===== config.mk =====
export PLATFORM = sky130hd
export DESIGN_NAME = json_nesting_prescan_flat
export DESIGN_NICKNAME = d
export VERILOG_FILES = /design/src/rtl/jnp_pkg.sv /design/src/rtl/jnp_in_if.sv /design/src/rtl/jnp_out_if.sv /design/src/rtl/jnp_scan.sv /design/src/rtl/json_nesting_prescan.sv /design/src/flat_wrapper.sv
export VERILOG_INCLUDE_DIRS = /design/src /design/src/rtl
export SDC_FILE = /design/constraint.sdc
export NUM_CORES = 1
export LEC_CHECK = 0
export ABC_AREA = 0
export BUFFER_PORTS_ARGS = -buffer_cell sky130_fd_sc_hd__buf_4
export CAP_MARGIN = 25
export CORE_UTILIZATION = 36
export CTS_CLUSTER_DIAMETER = 100
export DETAILED_ROUTE_END_ITERATION = 8
export PLACE_DENSITY = 0.55
export RECOVER_POWER = 100
export SLEW_MARGIN = 20
export SYNTH_ARGS = -nofsm -noshare
export SYNTH_HDL_FRONTEND = slang
export SYNTH_SLANG_ARGS = --single-unit
export TNS_END_PERCENT = 10

===== constraint.sdc =====
create_clock -name clk -period 9.3 [get_ports clk]
set_input_delay 0 -clock clk [delete_from_list [all_inputs] [get_ports clk]]
set_output_delay 0 -clock clk [all_outputs]
set_load 0.05 [all_outputs]

===== src/rtl/json_nesting_prescan_macros.svh =====
// ----------------------------------------------------------------------------
// json_nesting_prescan assertion macros
// Shared concurrent assertion forms for the prescan RTL.
// ----------------------------------------------------------------------------
`ifndef JSON_NESTING_PRESCAN_MACROS_SVH
`define JSON_NESTING_PRESCAN_MACROS_SVH

// Same-cycle implication, disabled during reset.
`define JNP_ASSERT_SAME(label, clk, rst, ante, cons) \
  label: assert property (@(posedge clk) disable iff (rst) (ante) |-> (cons)) \
    else $error("jnp assertion failed");

// Next-cycle implication, disabled during reset.
`define JNP_ASSERT_NEXT(label, clk, rst, ante, cons) \
  label: assert property (@(posedge clk) disable iff (rst) (ante) |=> (cons)) \
    else $error("jnp assertion failed");

`endif


===== src/rtl/jnp_pkg.sv =====
// ----------------------------------------------------------------------------
// jnp_pkg
// Types, codes and constants shared by the JSON nesting prescan RTL.
// ----------------------------------------------------------------------------
package jnp_pkg;

  localparam int DEPTH_W    = 4;
  localparam int LEN_W      = 17;
  localparam int STAGE_W    = 3;
  localparam int REASON_W   = 3;
  localparam int CFG_IDX_W  = 1;
  localparam int CFG_DATA_W = 17;

  // configuration register indexes
  localparam logic [CFG_IDX_W-1:0] CFG_MAX_DEPTH  = 1'd0;
  localparam logic [CFG_IDX_W-1:0] CFG_MAX_LENGTH = 1'd1;

  localparam logic [DEPTH_W-1:0] MAX_DEPTH_RST  = 4'd8;
  localparam logic [LEN_W-1:0]   MAX_LENGTH_RST = 17'd8192;
  localparam logic [LEN_W-1:0]   COUNT_MAX      = 17'h1FFFF;

  // reject reasons
  localparam logic [REASON_W-1:0] RSN_NONE      = 3'd0;
  localparam logic [REASON_W-1:0] RSN_NUL       = 3'd1;
  localparam logic [REASON_W-1:0] RSN_TOO_DEEP  = 3'd2;
  localparam logic [REASON_W-1:0] RSN_STRAY     = 3'd3;
  localparam logic [REASON_W-1:0] RSN_ESC_NUL   = 3'd4;
  localparam logic [REASON_W-1:0] RSN_TRAIL_BS  = 3'd5;
  localparam logic [REASON_W-1:0] RSN_UNCLOSED  = 3'd6;
  localparam logic [REASON_W-1:0] RSN_TOO_LONG  = 3'd7;

  // \u0000 tracker: idle, after "\u", then one more per zero digit
  localparam logic [STAGE_W-1:0] ESC_IDLE    = 3'd0;
  localparam logic [STAGE_W-1:0] ESC_AFTER_U = 3'd1;
  localparam logic [STAGE_W-1:0] ESC_DONE    = 3'd4;

  localparam logic [7:0] CH_NUL    = 8'h00;
  localparam logic [7:0] CH_QUOTE  = 8'h22;
  localparam logic [7:0] CH_ZERO   = 8'h30;
  localparam logic [7:0] CH_LBRACK = 8'h5B;
  localparam logic [7:0] CH_BSLASH = 8'h5C;
  localparam logic [7:0] CH_RBRACK = 8'h5D;
  localparam logic [7:0] CH_U      = 8'h75;
  localparam logic [7:0] CH_LBRACE = 8'h7B;
  localparam logic [7:0] CH_RBRACE = 8'h7D;

  typedef struct packed {
    logic                inside_string;
    logic                escape_pending;
    logic [STAGE_W-1:0]  nul_escape_stage;
    logic [DEPTH_W-1:0]  nesting_depth;
    logic [LEN_W-1:0]    byte_count;
    logic [REASON_W-1:0] first_error;
  } jnp_state_t;

  typedef struct packed {
    logic                accepted;
    logic [REASON_W-1:0] reject_reason;
  } jnp_verdict_t;

endpackage


===== src/rtl/jnp_in_if.sv =====
// ----------------------------------------------------------------------------
// jnp_in_if
// Byte input channel: one message byte plus end-of-message flag.
// ----------------------------------------------------------------------------
interface jnp_in_if;
  logic       valid;
  logic       ready;
  logic [7:0] text_byte;
  logic       is_last;

  modport source (output valid, output text_byte, output is_last, input ready);
  modport sink   (input valid, input text_byte, input is_last, output ready);
endinterface


===== src/rtl/jnp_out_if.sv =====
// ----------------------------------------------------------------------------
// jnp_out_if
// Verdict output channel: pass flag and first reject reason.
// ----------------------------------------------------------------------------
interface jnp_out_if;
  logic       valid;
  logic       ready;
  logic       accepted;
  logic [2:0] reject_reason;

  modport source (output valid, output accepted, output reject_reason, input ready);
  modport sink   (input valid, input accepted, input reject_reason, output ready);
endinterface


===== src/rtl/jnp_scan.sv =====
// ----------------------------------------------------------------------------
// jnp_scan
// Per-byte next-state and verdict logic of the JSON structure prescan.
// ----------------------------------------------------------------------------
module jnp_scan
  import jnp_pkg::*;
(
  input  jnp_state_t          cur,
  input  logic [7:0]          text_byte,
  input  logic                is_last,
  input  logic [DEPTH_W-1:0]  max_depth,
  input  logic [LEN_W-1:0]    max_length,
  output jnp_state_t          state_next,
  output jnp_verdict_t        verdict
);

  jnp_state_t          upd;
  logic                in_str;
  logic                is_open;
  logic                is_close;
  logic [REASON_W-1:0] reason;

  assign is_open  = (text_byte == CH_LBRACE) || (text_byte == CH_LBRACK);
  assign is_close = (text_byte == CH_RBRACE) || (text_byte == CH_RBRACK);

  always_comb begin
    upd    = cur;
    in_str = cur.inside_string;
    if (cur.byte_count != COUNT_MAX) begin
      upd.byte_count = cur.byte_count + LEN_W'(1);
    end
    // once an error is latched the scan freezes; only the count moves
    if (cur.first_error == RSN_NONE) begin
      if (text_byte == CH_NUL) begin
        upd.first_error = RSN_NUL;
      end else if (cur.escape_pending) begin
        upd.escape_pending   = 1'b0;
        upd.nul_escape_stage = (text_byte == CH_U) ? ESC_AFTER_U : ESC_IDLE;
      end else if (cur.nul_escape_stage != ESC_IDLE && text_byte == CH_ZERO) begin
        if (cur.nul_escape_stage == ESC_DONE) begin
          upd.first_error      = RSN_ESC_NUL;
          upd.nul_escape_stage = ESC_IDLE;
        end else begin
          upd.nul_escape_stage = cur.nul_escape_stage + STAGE_W'(1);
        end
      end else begin
        upd.nul_escape_stage = ESC_IDLE;
        if (cur.inside_string && text_byte == CH_BSLASH) begin
          upd.escape_pending = 1'b1;
        end else begin
          in_str            = cur.inside_string ^ (text_byte == CH_QUOTE);
          upd.inside_string = in_str;
          if (!in_str) begin
            if (is_open) begin
              if (({1'b0, cur.nesting_depth} + 5'd1) > {1'b0, max_depth}) begin
                upd.first_error = RSN_TOO_DEEP;
              end else begin
                upd.nesting_depth = cur.nesting_depth + DEPTH_W'(1);
              end
            end else if (is_close) begin
              if (cur.nesting_depth == '0) begin
                upd.first_error = RSN_STRAY;
              end else begin
                upd.nesting_depth = cur.nesting_depth - DEPTH_W'(1);
              end
            end
          end
        end
      end
    end
  end

  always_comb begin
    reason = upd.first_error;
    if (reason == RSN_NONE) begin
      if (upd.escape_pending) begin
        reason = RSN_TRAIL_BS;
      end else if (upd.inside_string || upd.nesting_depth != '0) begin
        reason = RSN_UNCLOSED;
      end
    end
    // length overrides everything else
    if (upd.byte_count > max_length) begin
      reason = RSN_TOO_LONG;
    end
  end

  assign verdict.reject_reason = reason;
  assign verdict.accepted      = (reason == RSN_NONE);
  assign state_next            = is_last ? '0 : upd;

endmodule


===== src/rtl/json_nesting_prescan.sv =====
// ----------------------------------------------------------------------------
// json_nesting_prescan
// Streaming structural pre-check of JSON messages, one byte per transaction.
// ----------------------------------------------------------------------------
//   channel   dir   payload                          transaction
//   in_ch     in    text_byte[7:0], is_last          one message byte
//   out_ch    out   accepted, reject_reason[2:0]     one verdict per message
//   cfg_*     in    cfg_index[0], cfg_data[16:0]     register write
//
// One byte per cycle unless in_ch is stalled; the scan state register is the only loop.
// The verdict appears in the output register the cycle after the last byte.
// in_ch stalls only while a verdict waits in the output register and
// out_ch.ready is low. Reset clears message state and loads register defaults.
// ----------------------------------------------------------------------------
`include "json_nesting_prescan_macros.svh"

module json_nesting_prescan
  import jnp_pkg::*;
(
  input  logic                  clk,
  input  logic                  rst,
  jnp_in_if.sink                in_ch,
  jnp_out_if.source             out_ch,
  input  logic                  cfg_we,
  input  logic [CFG_IDX_W-1:0]  cfg_index,
  input  logic [CFG_DATA_W-1:0] cfg_data
);

  jnp_state_t          st;
  jnp_state_t          st_next;
  jnp_verdict_t        verdict;
  logic [DEPTH_W-1:0]  max_depth;
  logic [LEN_W-1:0]    max_length;
  logic                out_vld;
  logic                out_accepted;
  logic [REASON_W-1:0] out_reason;
  logic                in_fire;

  assign in_ch.ready = !out_vld || out_ch.ready;
  assign in_fire     = in_ch.valid && in_ch.ready;

  jnp_scan u_scan (
    .cur        (st),
    .text_byte  (in_ch.text_byte),
    .is_last    (in_ch.is_last),
    .max_depth  (max_depth),
    .max_length (max_length),
    .state_next (st_next),
    .verdict    (verdict)
  );

  always_ff @(posedge clk) begin
    if (rst) begin
      max_depth  <= MAX_DEPTH_RST;
      max_length <= MAX_LENGTH_RST;
    end else if (cfg_we) begin
      unique case (cfg_index)
        CFG_MAX_DEPTH:  max_depth  <= cfg_data[DEPTH_W-1:0];
        CFG_MAX_LENGTH: max_length <= cfg_data[LEN_W-1:0];
      endcase
    end
  end

  always_ff @(posedge clk) begin
    if (rst) begin
      st      <= '0;
      out_vld <= 1'b0;
    end else begin
      if (in_fire) begin
        st <= st_next;
      end
      if (in_fire && in_ch.is_last) begin
        out_vld <= 1'b1;
      end else if (out_ch.ready) begin
        out_vld <= 1'b0;
      end
    end
  end

  always_ff @(posedge clk) begin
    if (in_fire && in_ch.is_last) begin
      out_accepted <= verdict.accepted;
      out_reason   <= verdict.reject_reason;
    end
  end

  assign out_ch.valid         = out_vld;
  assign out_ch.accepted      = out_accepted;
  assign out_ch.reject_reason = out_reason;

  `JNP_ASSERT_NEXT(a_last_gives_verdict, clk, rst, in_fire && in_ch.is_last, out_vld)
  `JNP_ASSERT_NEXT(a_last_clears_state, clk, rst, in_fire && in_ch.is_last,
                   st.byte_count == '0 && st.first_error == RSN_NONE)
  `JNP_ASSERT_SAME(a_verdict_consistent, clk, rst, out_vld,
                   out_accepted == (out_reason == RSN_NONE))
  `JNP_ASSERT_SAME(a_escape_in_string, clk, rst, st.escape_pending, st.inside_string)
  `JNP_ASSERT_SAME(a_stage_range, clk, rst, 1'b1, st.nul_escape_stage <= ESC_DONE)

endmodule

===== src/flat_wrapper.sv =====
// flat-port wrapper written by rule: the top's interface ports become plain ports
module json_nesting_prescan_flat import jnp_pkg::*;
  (clk, rst, cfg_we, cfg_index, cfg_data, in_ch_valid, in_ch_text_byte, in_ch_is_last, in_ch_ready, out_ch_valid, out_ch_accepted, out_ch_reject_reason, out_ch_ready);
  jnp_in_if in_ch_i ();
  jnp_out_if out_ch_i ();
  input  logic clk;
  input  logic rst;
  input  logic cfg_we;
  input  logic [CFG_IDX_W-1:0] cfg_index;
  input  logic [CFG_DATA_W-1:0] cfg_data;
  input wire logic [$bits(in_ch_i.valid)-1:0] in_ch_valid;
  input wire logic [$bits(in_ch_i.text_byte)-1:0] in_ch_text_byte;
  input wire logic [$bits(in_ch_i.is_last)-1:0] in_ch_is_last;
  output wire logic [$bits(in_ch_i.ready)-1:0] in_ch_ready;
  output wire logic [$bits(out_ch_i.valid)-1:0] out_ch_valid;
  output wire logic [$bits(out_ch_i.accepted)-1:0] out_ch_accepted;
  output wire logic [$bits(out_ch_i.reject_reason)-1:0] out_ch_reject_reason;
  input wire logic [$bits(out_ch_i.ready)-1:0] out_ch_ready;
  assign in_ch_i.valid = in_ch_valid;
  assign in_ch_i.text_byte = in_ch_text_byte;
  assign in_ch_i.is_last = in_ch_is_last;
  assign in_ch_ready = in_ch_i.ready;
  assign out_ch_valid = out_ch_i.valid;
  assign out_ch_accepted = out_ch_i.accepted;
  assign out_ch_reject_reason = out_ch_i.reject_reason;
  assign out_ch_i.ready = out_ch_ready;
  json_nesting_prescan u_core (.clk(clk), .rst(rst), .in_ch(in_ch_i), .out_ch(out_ch_i), .cfg_we(cfg_we), .cfg_index(cfg_index), .cfg_data(cfg_data));
endmodule

Yosys cells after proc, flatten, opt, wreduce, memory -nomap -nowiden --
Index checks and enable logic that the tools add are counted.
Word-level totals: bits in registers 55, bits in latches 0, bits in writable memories 0, ROM bits 0, input bits 32, output and inout bits 6, word-level logic and storage cells 89, memories 0
Operators by class: add/sub/neg operators 5, $mul 0, divide/modulo/power cells 0, magnitude comparators 2, eq/ne operators 11, shift operators 0, muxes and demuxes 37, bitwise gates (word level) 2, reduce and logical (&&, ||, !) cells 21
Operators with widths (count):
- two-way mux 3 bit | 17
- == test 8 x 7 -> 1 bit (second input constant) | 6
- two-way mux 4 bit | 9
- two-way mux 29 bit | 1
- two-way mux 9 bit | 2
- adder 17 x 1 -> 17 bit (second input constant) | 1
- > comparator 17 bit | 1
- two-way mux 17 bit | 1
- inequality test 17 bit (second input constant) | 1
- == test 8 x 6 -> 1 bit (second input constant) | 2
- logical NOT 3 bit | 3
- logical NOT 8 bit | 1
- two-way mux 1 bit | 6
- adder 4 x 1 -> 5 bit (second input constant) | 1
- > comparator 5 x 4 -> 1 bit | 1
- adder 4 x 1 -> 4 bit (second input constant) | 1
- logical AND 1 bit | 4
- logical NOT 4 bit | 1
- logical OR 1 bit | 4
- AND reduction 2 bit | 2
- nonzero test 2 bit | 2
- nonzero test 4 bit | 1
- subtractor 4 x 1 -> 4 bit (second input constant) | 1
- adder 3 x 1 -> 3 bit (second input constant) | 1
- other kinds (8) | 8

Depth between registers and ports, before layout --
Gate-level depths: netlist of run 1.
depth in word-level cells 17, depth in mapped cells 17, mapped depth without buffers 15

By module --
Synthesis of run 1 repeated with hierarchy kept, for this count alone.
Unflattened totals: cells, all modules 497, area total of the unflattened synthesis 3960.0 um^2
By module, submodules not included:
- json_nesting_prescan | times used 1, cells each 231, area an instance 2202.1 um^2, sequential area each 1141.1 um^2
- jnp_scan | times used 1, cells each 266, area an instance 1757.9 um^2, sequential area each 0.0 um^2

Least setup slack after synthesis of run 1 --
No wires, ideal clock.
path kind register -> register, from register u_core.st[5] (netlist bit), to register u_core.out_accepted, in the netlist u_core.out_ch.accepted (data pin), library setup time 0.256 ns, arrival 3.123 ns, required time 9.044 ns, slack 5.921 ns, cell stages (with the launch flop) 17, path buffers 2, clock period less this slack 3.379 ns, path through dfxtp_1 and4_4 and4_1 and4_1 buf_4 a21boi_1 buf_4 and2_1 xor2_1 ha_1 nand4_1 or2_2 a211o_1 a31oi_1 o32ai_1 nand2_1 and4b_1
RTL lines:
- start, declared | line json_nesting_prescan.sv:29 | jnp_state_t st;
- start signal, assigned | line json_nesting_prescan.sv:70 | st <= st_next;
- end signal, assigned | line json_nesting_prescan.sv:82 | out_accepted <= verdict.accepted;
- end, declared | line json_nesting_prescan.sv:35 | logic out_accepted;

Final worst setup path of run 1 --
from register u_core.st[5] (netlist bit), to register u_core.out_reason[1], in the netlist u_core.out_ch.reject_reason[1] (data pin)
On the way: cells in the longest elaborated chain, start to end 4, elaborated cells between the ends (all ways) 5, those cells by class add/sub: 1; order compare: 1; eq/ne: 1; mux: 2
RTL lines:
- adder 17 x 1 -> 17 bit or inequality test 17 bit (tied branches) | line jnp_scan.sv:30, jnp_scan.sv:29
- two-way mux 17 bit * | line jnp_scan.sv:29 | if (cur.byte_count != COUNT_MAX) begin
- > comparator 17 bit * | line jnp_scan.sv:83 | if (upd.byte_count > max_length) begin
- two-way mux 3 bit * | line jnp_scan.sv:83
- via u_core.u_scan.reason[1] | line jnp_scan.sv:21 | logic [REASON_W-1:0] reason;
- end signal, assigned | line json_nesting_prescan.sv:83 | out_reason <= verdict.reject_reason;
- end, declared | line json_nesting_prescan.sv:36 | logic [REASON_W-1:0] out_reason;
Mark *: on every way through the listed nets, which the timed path passes. The rest lies on a longest branch. A chain may end at the register's enable or synchronous reset.

==> results of run 1 <==
[cell type report]
type | instances | area (um2) | share of cell area (%)
timing repair buffer | 54 | 421.7 | 10.03
clock buffer | 6 | 93.84 | 2.231
multi-input combinational | 360 | 2228 | 52.99
clock inverter | 2 | 41.29 | 0.9819
tap | 133 | 166.4 | 3.957
inverter | 30 | 112.6 | 2.678
sequential | 55 | 1141 | 27.13
[power by group through the flow]
stage | Sequential (mW) | Clock, mW | Combinational, mW
detailed placement | 0.254 | 0 | 0.0676
CTS | 0.248 | 0.190 | 0.0735
global placement | 0.254 | 0 | 0.0667
global route | 0.249 | 0.200 | 0.0792
finish | 0.248 | 0.184 | 0.0711
floorplan | 0.257 | 0 | 0.0388
[per-stage QoR]
stage	power (mW)	instance area [um2]	setup slack [ps]	util [%]	cells
floorplan	0.2958	3605	5921	-	466
global placement	0.3205	3955	5390	40.65	615
detailed placement	0.3214	3955	5297	40.65	615
CTS	0.5114	4260	5300	43.79	640
global route	0.5282	4205	4636	43.22	640
finish	0.5031	4205	4878	43.22	640
[state kept, by name, summed over array words and instances, names as in the netlist]
register                     cells
u_core.st                       29
u_core.out_ch.reject_reason      3
u_core.out_ch.valid              1
u_core.out_ch.accepted           1
u_core.max_depth                 4
u_core.max_length               17
[final timing paths]
path	start	end	slack [ps]
setup / recovery	u_core.st[5]$_SDFFE_PP0P_	u_core.out_ch.reject_reason[1]$_DFFE_PP_	4880
hold / removal	out_ch_ready	u_core.out_ch.valid$_SDFFE_PP0P_	30
setup reg to reg	u_core.st[5]$_SDFFE_PP0P_	u_core.out_ch.reject_reason[1]$_DFFE_PP_	4880
hold reg to reg	u_core.max_length[4]$_SDFFE_PP0P_	u_core.max_length[4]$_SDFFE_PP0P_	460
[critical path: stages, from the launching register on]
cell and delay (ps):
dfxtp_1 380, and4_1 290, and4_1 240, and4_1 280, a21boi_0 990, nand3_1 240, xnor2_1 190, ha_1 290
nand4_1 110, or2_2 330, o32ai_1 540, nand2_1 130, o21bai_1 170
[layer usage]
layer	up-vias	track usage, %
li1	1721	-
met1	1588	22.67
met2	62	33.04
met3	10	2.052
met4	0	5.385
met5	-	0
[cell families (layout without fill, tap and decap cells)]
family                   Yosys count  after routing
AO/OA/AOI/OAI                    121            121
XOR/XNOR                          16             16
adder cells (fa/ha/maj)           26             26
buffers and inverters             51             92
flip-flops                        55             55
multiplexers                       4              4
AND/OR/NAND/NOR                  193            193
[layout by cell type (no fill, tap or decap), types with 7 or more instances in the layout]
master         Yosys  layout
a21oi_1           51      52
a22oi_1           10      10
a31oi_1            7       7
buf_4              2      29
clkbuf_1          16       7
dfxtp_1           51      51
dlygate4sd3_1      0      17
ha_1              26      26
inv_1             30      30
nand2_1           58      58
nand2b_1           8       8
nand3_1           19      19
nor2_1            38      38
nor3_1            10      10
o21ai_0           24      26
or3_1             12      12
xnor2_1           13      13
[timing repair]
item,CTS,global route
endpoints found under the hold margin,21,0
buffers inserted,0,0
hold buffers,17,0
==> results_dict.tcl, run 1 <==
set metrics [dict create \
    end_kind "register" \
    grt_use_total_pct 18.26 \
    hold_depth 3 \
    p_seq_share_pct 49.3 \
    cp.required_ps 9370 \
    power_density_nw_per_um2 119.6 \
    async_flop_share_pct 0 \
    synth_edf_count 4 \
    synth-seq-cells 55 \
    synthesis.nets 524 \
    synth_compound_area_share_pct 20.69 \
    core_um2 9729 \
    wire_per_inst_um 13.91 \
    hold_viol_final 0 \
    setup_viol 0 \
    dr_total_vias 3381 \
    wl_met1_um 4029 \
    drv_slew 0 \
    yosysTopAreaCellShare_pct 28.32 \
    p_clk_share_pct 36.5 \
    crit_type "register to register" \
    synth_xor_area_share_pct 3.888 \
    synth_common_cells "nand2_1, a21oi_1, dfxtp_1, nor2_1, inv_1" \
    wl_met3_um 274 \
    synth_flop_cell "dfxtp_1" \
    reg2regPathDepth 12 \
    top_layer "met4" \
    cts_tree "done" \
    drc 0 \
    fp.dieH_um 102.1 \
    p_leak_nw 1.655 \
    finalCritPeriodShare_pct 47.54 \
    clkSinkCount 55 \
    drive_gt1_share_pct 9.665 \
    ys_seq_area_share_pct 31.66 \
    numCtsBuffers 5 \
    cts_resized 0 \
    wl_met2_um 4460 \
    ant_nets 0 \
    clkLatencyLatePin_ps 310 \
    yosysTopAreaCell "dfxtp_1" \
    tns_ps 0 \
    synthToLayoutAreaGrowth_pct 16.66 \
    mappedNetlistArea_um2 3605 \
    antenna_found_initial 0 \
    slew_headroom_pct 13.36 \
    drt_first_pass_iters 4 \
    max_freq_mhz 226.2 \
    grt_pass1_wl_um 15080 \
    power.switching_mw 0.1297 \
    hold_path_class "input pin to register" \
    p_sw_share_pct 25.78 \
    clockRootBuffer "clkbuf_8" \
    htreeDepth 2 \
    grt_max_degree 50 \
    final_nets 564 \
    num_rows 36 \
    nFillCells 1045 \
    worst_pin_slew_ps 1286 \
    drv_cap 0 \
    gr-total-overflow 0 \
    dieArea_um2 10420 \
    status "completed" \
    dpl.hpwl_um 6356 \
    synth.area.mux_share_pct 1.180 \
    intPower_mw 0.3734 \
    wirelength_um 8900 \
    place.gp.congestion 0.8474 \
    clk_pin_slew_ps 110 \
    synthCells 466 \
    combPwrFrac_pct 14.1 \
    yosysWarnings 0 \
    io_pins 38 \
    finClkSkew_ps 10.90 \
    crit_arrival_ps 4500 \
    rsz0062_at_grt "false" \
    drt_iter0_drc 143 \
    synth_top_family_by_area "simple AND/OR/NAND/NOR gates" \
    synthSimpleGateAreaFrac_pct 27.84 \
    hold_slack_ps 26.80 \
    yosys-top-cells-area "dfxtp_1, ha_1, a21oi_1" \
    viasPerCell 5.283 \
    numPortBuffers 37 \
    ys_types 63 \
    synthAdderAreaFrac_pct 9.025 \
    diodes 0 \
    avgSynthCellArea_um2 7.735 \
    cp-start-kind "register" \
    period_minus_slack_ps 4422 \
    synth_most_common_cell "nand2_1" \
    irDropWorstVdd_mv 0.06313 \
    grt_pass1_vias 3219 \
    path_max_fanout 11 \
    initial_core_util_pct 37.05 \
    fp.dieW_um 102.1 \
    cts.path.max_buffers 2 \
]
Power figures use the tool's default switching activity.
==> run 2: changes to the inputs <==
--- a/config.mk
+++ b/config.mk
@@ -12,7 +12,7 @@
 export CORE_UTILIZATION = 36
 export CTS_CLUSTER_DIAMETER = 100
 export DETAILED_ROUTE_END_ITERATION = 8
-export PLACE_DENSITY = 0.55
+export PLACE_DENSITY = 0.57
 export RECOVER_POWER = 100
 export SLEW_MARGIN = 20
 export SYNTH_ARGS = -nofsm -noshare
==> constraint.sdc (replaced) <==
create_clock -name clk -period 3.6 [get_ports clk]
set_input_delay 0 -clock clk [delete_from_list [all_inputs] [get_ports clk]]
set_output_delay 0 -clock clk [all_outputs]
set_load 0.05 [all_outputs]
==> results_dict.tcl, run 2 (synthesized netlist as in run 1, its figures left out) <==
set metrics [dict create \
    initial_core_util_pct 37.05 \
    numPortBuffers 37 \
    cp.required_ps 3680 \
    max_freq_mhz 292.0 \
    dr_total_vias 3453 \
    dieArea_um2 10420 \
    gr-total-overflow 0 \
    cp-start-kind "register" \
    final_critical_path_setup_slack_ps 175.7 \
    reg2reg_from "u_core.st[8]$_SDFFE_PP0P_" \
    clk_pin_slew_ps 100 \
    cts.path.max_buffers 2 \
    grt_use_total_pct 18.24 \
    period_minus_slack_ps 3424 \
    grt_use_met2_pct 33.56 \
    reg_top3 "u_core.st x29, u_core.max_length x17, u_core.max_depth x4" \
    wirelength_um 8814 \
    crit_type "register to register" \
    clkSinkCount 55 \
    irDropWorstVdd_mv 0.1335 \
    reg2regPathDepth 16 \
    path_max_fanout 8 \
    diodes 0 \
    combPwrFrac_pct 14.9 \
    synthToLayoutAreaGrowth_pct 21.52 \
    cts_tree "done" \
    worst_pin_slew_ps 853.3 \
    tns_ps 0 \
    p_sw_share_pct 25.88 \
    fp.dieW_um 102.1 \
    grt_util_met3_pct 2.599 \
    num_rows 36 \
    io_pins 38 \
    power_density_nw_per_um2 282.3 \
    setup_viol 0 \
    final_area_um2 4380 \
    r2r-end "u_core.out_ch.accepted$_DFFE_PP_" \
    numCtsBuffers 5 \
    dpl.hpwl_um 6379 \
    drc 0 \
    viasPerCell 5.248 \
    drt_iter0_drc 147 \
    clkLatencyLatePin_ps 310 \
    grt_max_degree 50 \
    slew_headroom_pct 43.08 \
    grt_pass1_vias 3401 \
    dp.cells 629 \
    p_total_mw 1.237 \
    pre_cts_ws_ps 69.86 \
    p_leak_nw 1.764 \
    grt_pass1_wl_um 15150 \
    finalCritPeriodShare_pct 95.12 \
    drv_slew 0 \
    final_cells 658 \
    p_clk_share_pct 33.2 \
    core_um2 9729 \
    wire_per_inst_um 13.40 \
    finClkSkew_ps 5.801 \
    drv_cap 0 \
    final_cell_mix "nand2_1, a21oi_1, dfxtp_1, buf_4, nor2_1" \
    largest_reg_flops 29 \
    hold_path_class "input pin to register" \
    antenna_found_initial 0 \
    clockRootBuffer "clkbuf_8" \
    drt_first_pass_iters 5 \
    drive_gt1_share_pct 15.05 \
    cp-startpoint "u_core.st[8]$_SDFFE_PP0P_" \
    hold_viol_final 0 \
    grt_util_met1_pct 21.83 \
    endpoint "u_core.out_ch.accepted$_DFFE_PP_" \
    power.switching_mw 0.3200 \
    final_nets 582 \
    place.gp.congestion 0.8365 \
    intPower_mw 0.9166 \
    top_register "u_core.st" \
    htreeDepth 2 \
    crit_arrival_ps 3500 \
    status "completed" \
    reg2reg_setup_slack_ps 180 \
    layout_commonest_cell "nand2_1" \
    fp.dieH_um 102.1 \
    end_kind "register" \
    place_area_um2 4060 \
    top_usage_layer "met2" \
    rsz0062_at_grt "false" \
    p_seq_share_pct 51.8 \
    ant_nets 0 \
    nFillCells 1051 \
]
run 2: cell types whose count changed in the layout (fill, tap and decap cells not counted), moves of 2 or more:
cell     delta
and4_4      +3
o21ai_0     -2
buf_4      +17
and4_1      -3
run 2: layer usage:
| layer | share of wire, % | up-vias |
|---|---|---|
| li1 | - | 1759 |
| met1 | 46 | 1627 |
| met2 | 49 | 50 |
| met3 | 2.0 | 17 |
| met4 | 2.1 | 0 |
| met5 | 0 | - |
run 2: critical path, stage by stage, from the launching register on:
cell and delay (ps):
dfxtp_1 340, and4_4 180, and4_4 180, and4_4 180, buf_6 130, a21oi_4 260
nand4_1 210, xnor2_1 180, ha_1 280, nand4_1 70, or2_4 240, a211o_1 220
a31oi_1 190, o32ai_2 110, buf_4 150, nand2_1 70, and4b_1 180
run 2: worst min-delay path by stage:
stage | from | endpoint | slack [ps] | cells past startpoint
global placement | cfg_data[13] | u_core.max_length[13]$_SDFFE_PP1P_ | 220 | 3
detailed placement | cfg_data[3] | u_core.max_depth[3]$_SDFFE_PP1P_ | 220 | 2
global route | out_ch_ready | u_core.out_ch.valid$_SDFFE_PP0P_ | 50 | 3
finish | out_ch_ready | u_core.out_ch.valid$_SDFFE_PP0P_ | 30 | 3
floorplan | cfg_data[3] | u_core.max_depth[3]$_SDFFE_PP1P_ | 120 | 1
CTS | out_ch_ready | u_core.out_ch.valid$_SDFFE_PP0P_ | 20 | 3
run 2: power groups by stage:
| stage | Sequential, mW | Combinational, mW | Clock, mW |
|---|---|---|---|
| global placement | 0.655 | 0.169 | 0 |
| CTS | 0.641 | 0.187 | 0.427 |
| detailed placement | 0.655 | 0.172 | 0 |
| floorplan | 0.664 | 0.100 | 0 |
| global route | 0.643 | 0.208 | 0.448 |
| finish | 0.641 | 0.185 | 0.411 |
run 2: what timing repair did:
item                       4_1_cts  5_1_grt
setup endpoints to repair        0        2
gates resized for setup          0       11
hold endpoints to repair        21        0
hold buffers                    17        0
setup buffers                    0        4
run 2: final cells by class:
| type | instances | area (um2) | area share (%) |
|---|---|---|---|
| inverter | 30 | 112.6 | 2.571 |
| clock buffer | 5 | 68.82 | 1.571 |
| clock inverter | 3 | 38.79 | 0.8855 |
| multi-input combinational | 360 | 2291 | 52.30 |
| timing repair buffer | 72 | 560.5 | 12.80 |
| sequential | 55 | 1142 | 26.08 |
| tap | 133 | 166.4 | 3.799 |
run 2: per-stage QoR:
step / utilization, % / hold slack, ps
finish: 45.02 / 27.29
global route: 45.02 / 46.73
CTS: 44.59 / 17.49
detailed placement: 41.73 / 219.5
global placement: 41.73 / 215.2
floorplan: - / 117.8
==> run 3: changes to the inputs <==
--- a/config.mk
+++ b/config.mk
@@ -14,6 +14,7 @@
 export DETAILED_ROUTE_END_ITERATION = 8
 export PLACE_DENSITY = 0.57
 export RECOVER_POWER = 100
+export SETUP_SLACK_MARGIN = 0.3
 export SLEW_MARGIN = 20
 export SYNTH_ARGS = -nofsm -noshare
 export SYNTH_HDL_FRONTEND = slang
==> results_dict.tcl, run 3 (synthesized netlist as in run 1, its figures left out) <==
set metrics [dict create \
    fp.dieH_um 102.1 \
    reg2regPathDepth 15 \
    power_density_nw_per_um2 270.4 \
    largest_reg_flops 29 \
    num_rows 36 \
    fp.dieW_um 102.1 \
    finClkSkew_ps 9.370 \
    tns_ps 0 \
    seq_area_um2 1152 \
    grt_pass1_wl_um 15190 \
    drt_first_pass_iters 4 \
    irDropWorstVdd_mv 0.1657 \
    grt_max_degree 50 \
    p_total_mw 1.187 \
    pre_cts_ws_ps 143.7 \
    hold_slack_ps 25.20 \
    status "completed" \
    htreeDepth 2 \
    drv_slew 0 \
    top_layer "met4" \
    synthToLayoutAreaGrowth_pct 21.76 \
    worst_pin_slew_ps 1253 \
    period_minus_slack_ps 3422 \
    dpl.hpwl_um 6353 \
    gr-total-overflow 0 \
    cp_common_cell "buf_4" \
    rsz0062_at_grt "true" \
    clkSinkCount 55 \
    cp_slowest_cell "o32ai_2" \
    drt_iter0_drc 114 \
    hold_viol_final 0 \
    numCtsBuffers 5 \
    slew_headroom_pct 15.55 \
    wl_met1_um 4126 \
    initial_core_util_pct 37.05 \
    final_nets 582 \
    max_freq_mhz 292.2 \
    ant_nets 0 \
    wl_met2_um 4380 \
    multi_input_area_um2 2305 \
    hold_depth 3 \
    final_critical_path_setup_slack_ps 178.1 \
    numPortBuffers 37 \
    dieArea_um2 10420 \
    layout_commonest_cell "nand2_1" \
    crit_type "register to register" \
    io_pins 38 \
    cts.path.max_buffers 2 \
    path_max_fanout 7 \
    viasPerCell 5.178 \
    clkLatencyLatePin_ps 310 \
    drv_cap 0 \
    final_cells 658 \
    drc 0 \
    place.gp.congestion 0.8846 \
    cp_num_buf_inv 5 \
    top_register "u_core.st" \
    nFillCells 1004 \
    clockRootBuffer "clkbuf_8" \
    grt_use_total_pct 18.25 \
    setup_viol 0 \
    cp-start-kind "register" \
    finalCritPeriodShare_pct 95.05 \
    dp.cells 620 \
    antenna_found_initial 0 \
    path_depth 15 \
    cp_top_family "simple AND/OR/NAND/NOR gates" \
    final_cell_mix "nand2_1, a21oi_1, buf_4, dfxtp_1, nor2_1" \
    clk_pin_slew_ps 110 \
    wire_per_inst_um 13.45 \
    crit_chain "and4_4 > and4_1 > and4_4 > buf_6 > a21oi_4 > clkbuf_4 > buf_4 > buf_4 > nand3_1 > xnor2_2 > ha_1 > nand4_1 > o32ai_2 > buf_4 > o211ai_1" \
    wl_met3_um 218 \
    dr_total_vias 3407 \
    wirelength_um 8853 \
    end_kind "register" \
    cts_tree "done" \
    crit_arrival_ps 3480 \
    hold_path_class "input pin to register" \
    core_um2 9729 \
    diodes 0 \
    grt_pass1_vias 3302 \
    drive_gt1_share_pct 16.38 \
    p_leak_nw 1.757 \
    cp.required_ps 3660 \
    reg_top3 "u_core.st x29, u_core.max_length x17, u_core.max_depth x4" \
    critical_path.max_stage_delay_ps 400 \
]
[run 3: changes by cell type in the layout (fill, tap and decap cells not counted), sizes merged]
cell      before  now
inv           30   31
clkinvlp       0    1
bufinv         1    0
clkbuf        13   15
buf           47   46
clkinv         2    0
[run 3: worst min-delay path, cell delays in order]
cell	delay, ps
buf_4	70
nand2b_1	150
a21oi_1	80
[run 3: report_power, final]
part | internal [mW] | leakage (nW) | switching, mW
combinational | 0.0834 | 1.26 | 0.106
clock | 0.141 | 0.0418 | 0.216
sequential | 0.632 | 0.455 | 0.00864
[run 3: layout make-up]
cell class              instances  share of cell area [%]
inverters                      30                   2.566
clock buffers                   6                   1.653
clock inverters                 2                  0.3706
repair buffers                 72                   12.86
multi-input cells             360                   52.51
well taps                     133                   3.791
flip-flops and latches         55                   26.25
[run 3: path summary, 6_finish.rpt]
path | end | startpoint | slack, ps
worst min-delay path | u_core.out_ch.valid$_SDFFE_PP0P_ | out_ch_ready | 30
worst min register to register | u_core.max_length[5]$_SDFFE_PP0P_ | u_core.max_length[5]$_SDFFE_PP0P_ | 460
worst max-delay path | u_core.out_ch.reject_reason[2]$_DFFE_PP_ | u_core.st[6]$_SDFFE_PP0P_ | 180
worst max register to register | u_core.out_ch.reject_reason[2]$_DFFE_PP_ | u_core.st[6]$_SDFFE_PP0P_ | 180
[run 3: timing repair]
action                                 in CTS  in global routing
endpoints found under the hold margin      21                  0
hold buffers                               17                  0
pin swaps                                  14                 10
setup endpoints to repair                   4                  4
setup buffers                              11                  2
resized for setup                           6                  9
[run 3: metal layers]
| metal | track usage (%) | vias to the layer above |
|---|---|---|
| met3 | 2.189 | 8 |
| met5 | 0 | - |
| li1 | - | 1754 |
| met1 | 23.36 | 1592 |
| met2 | 32.06 | 53 |
| met4 | 5.385 | 0 |
[run 3: stage by stage]
step / util [%] / instance area, um2
3_5_place_dp: 41.24 / 4013
2_1_floorplan: - / 3628
6_report: 45.11 / 4389
3_3_place_gp: 41.24 / 4013
4_1_cts: 44.98 / 4377
5_1_grt: 45.11 / 4389
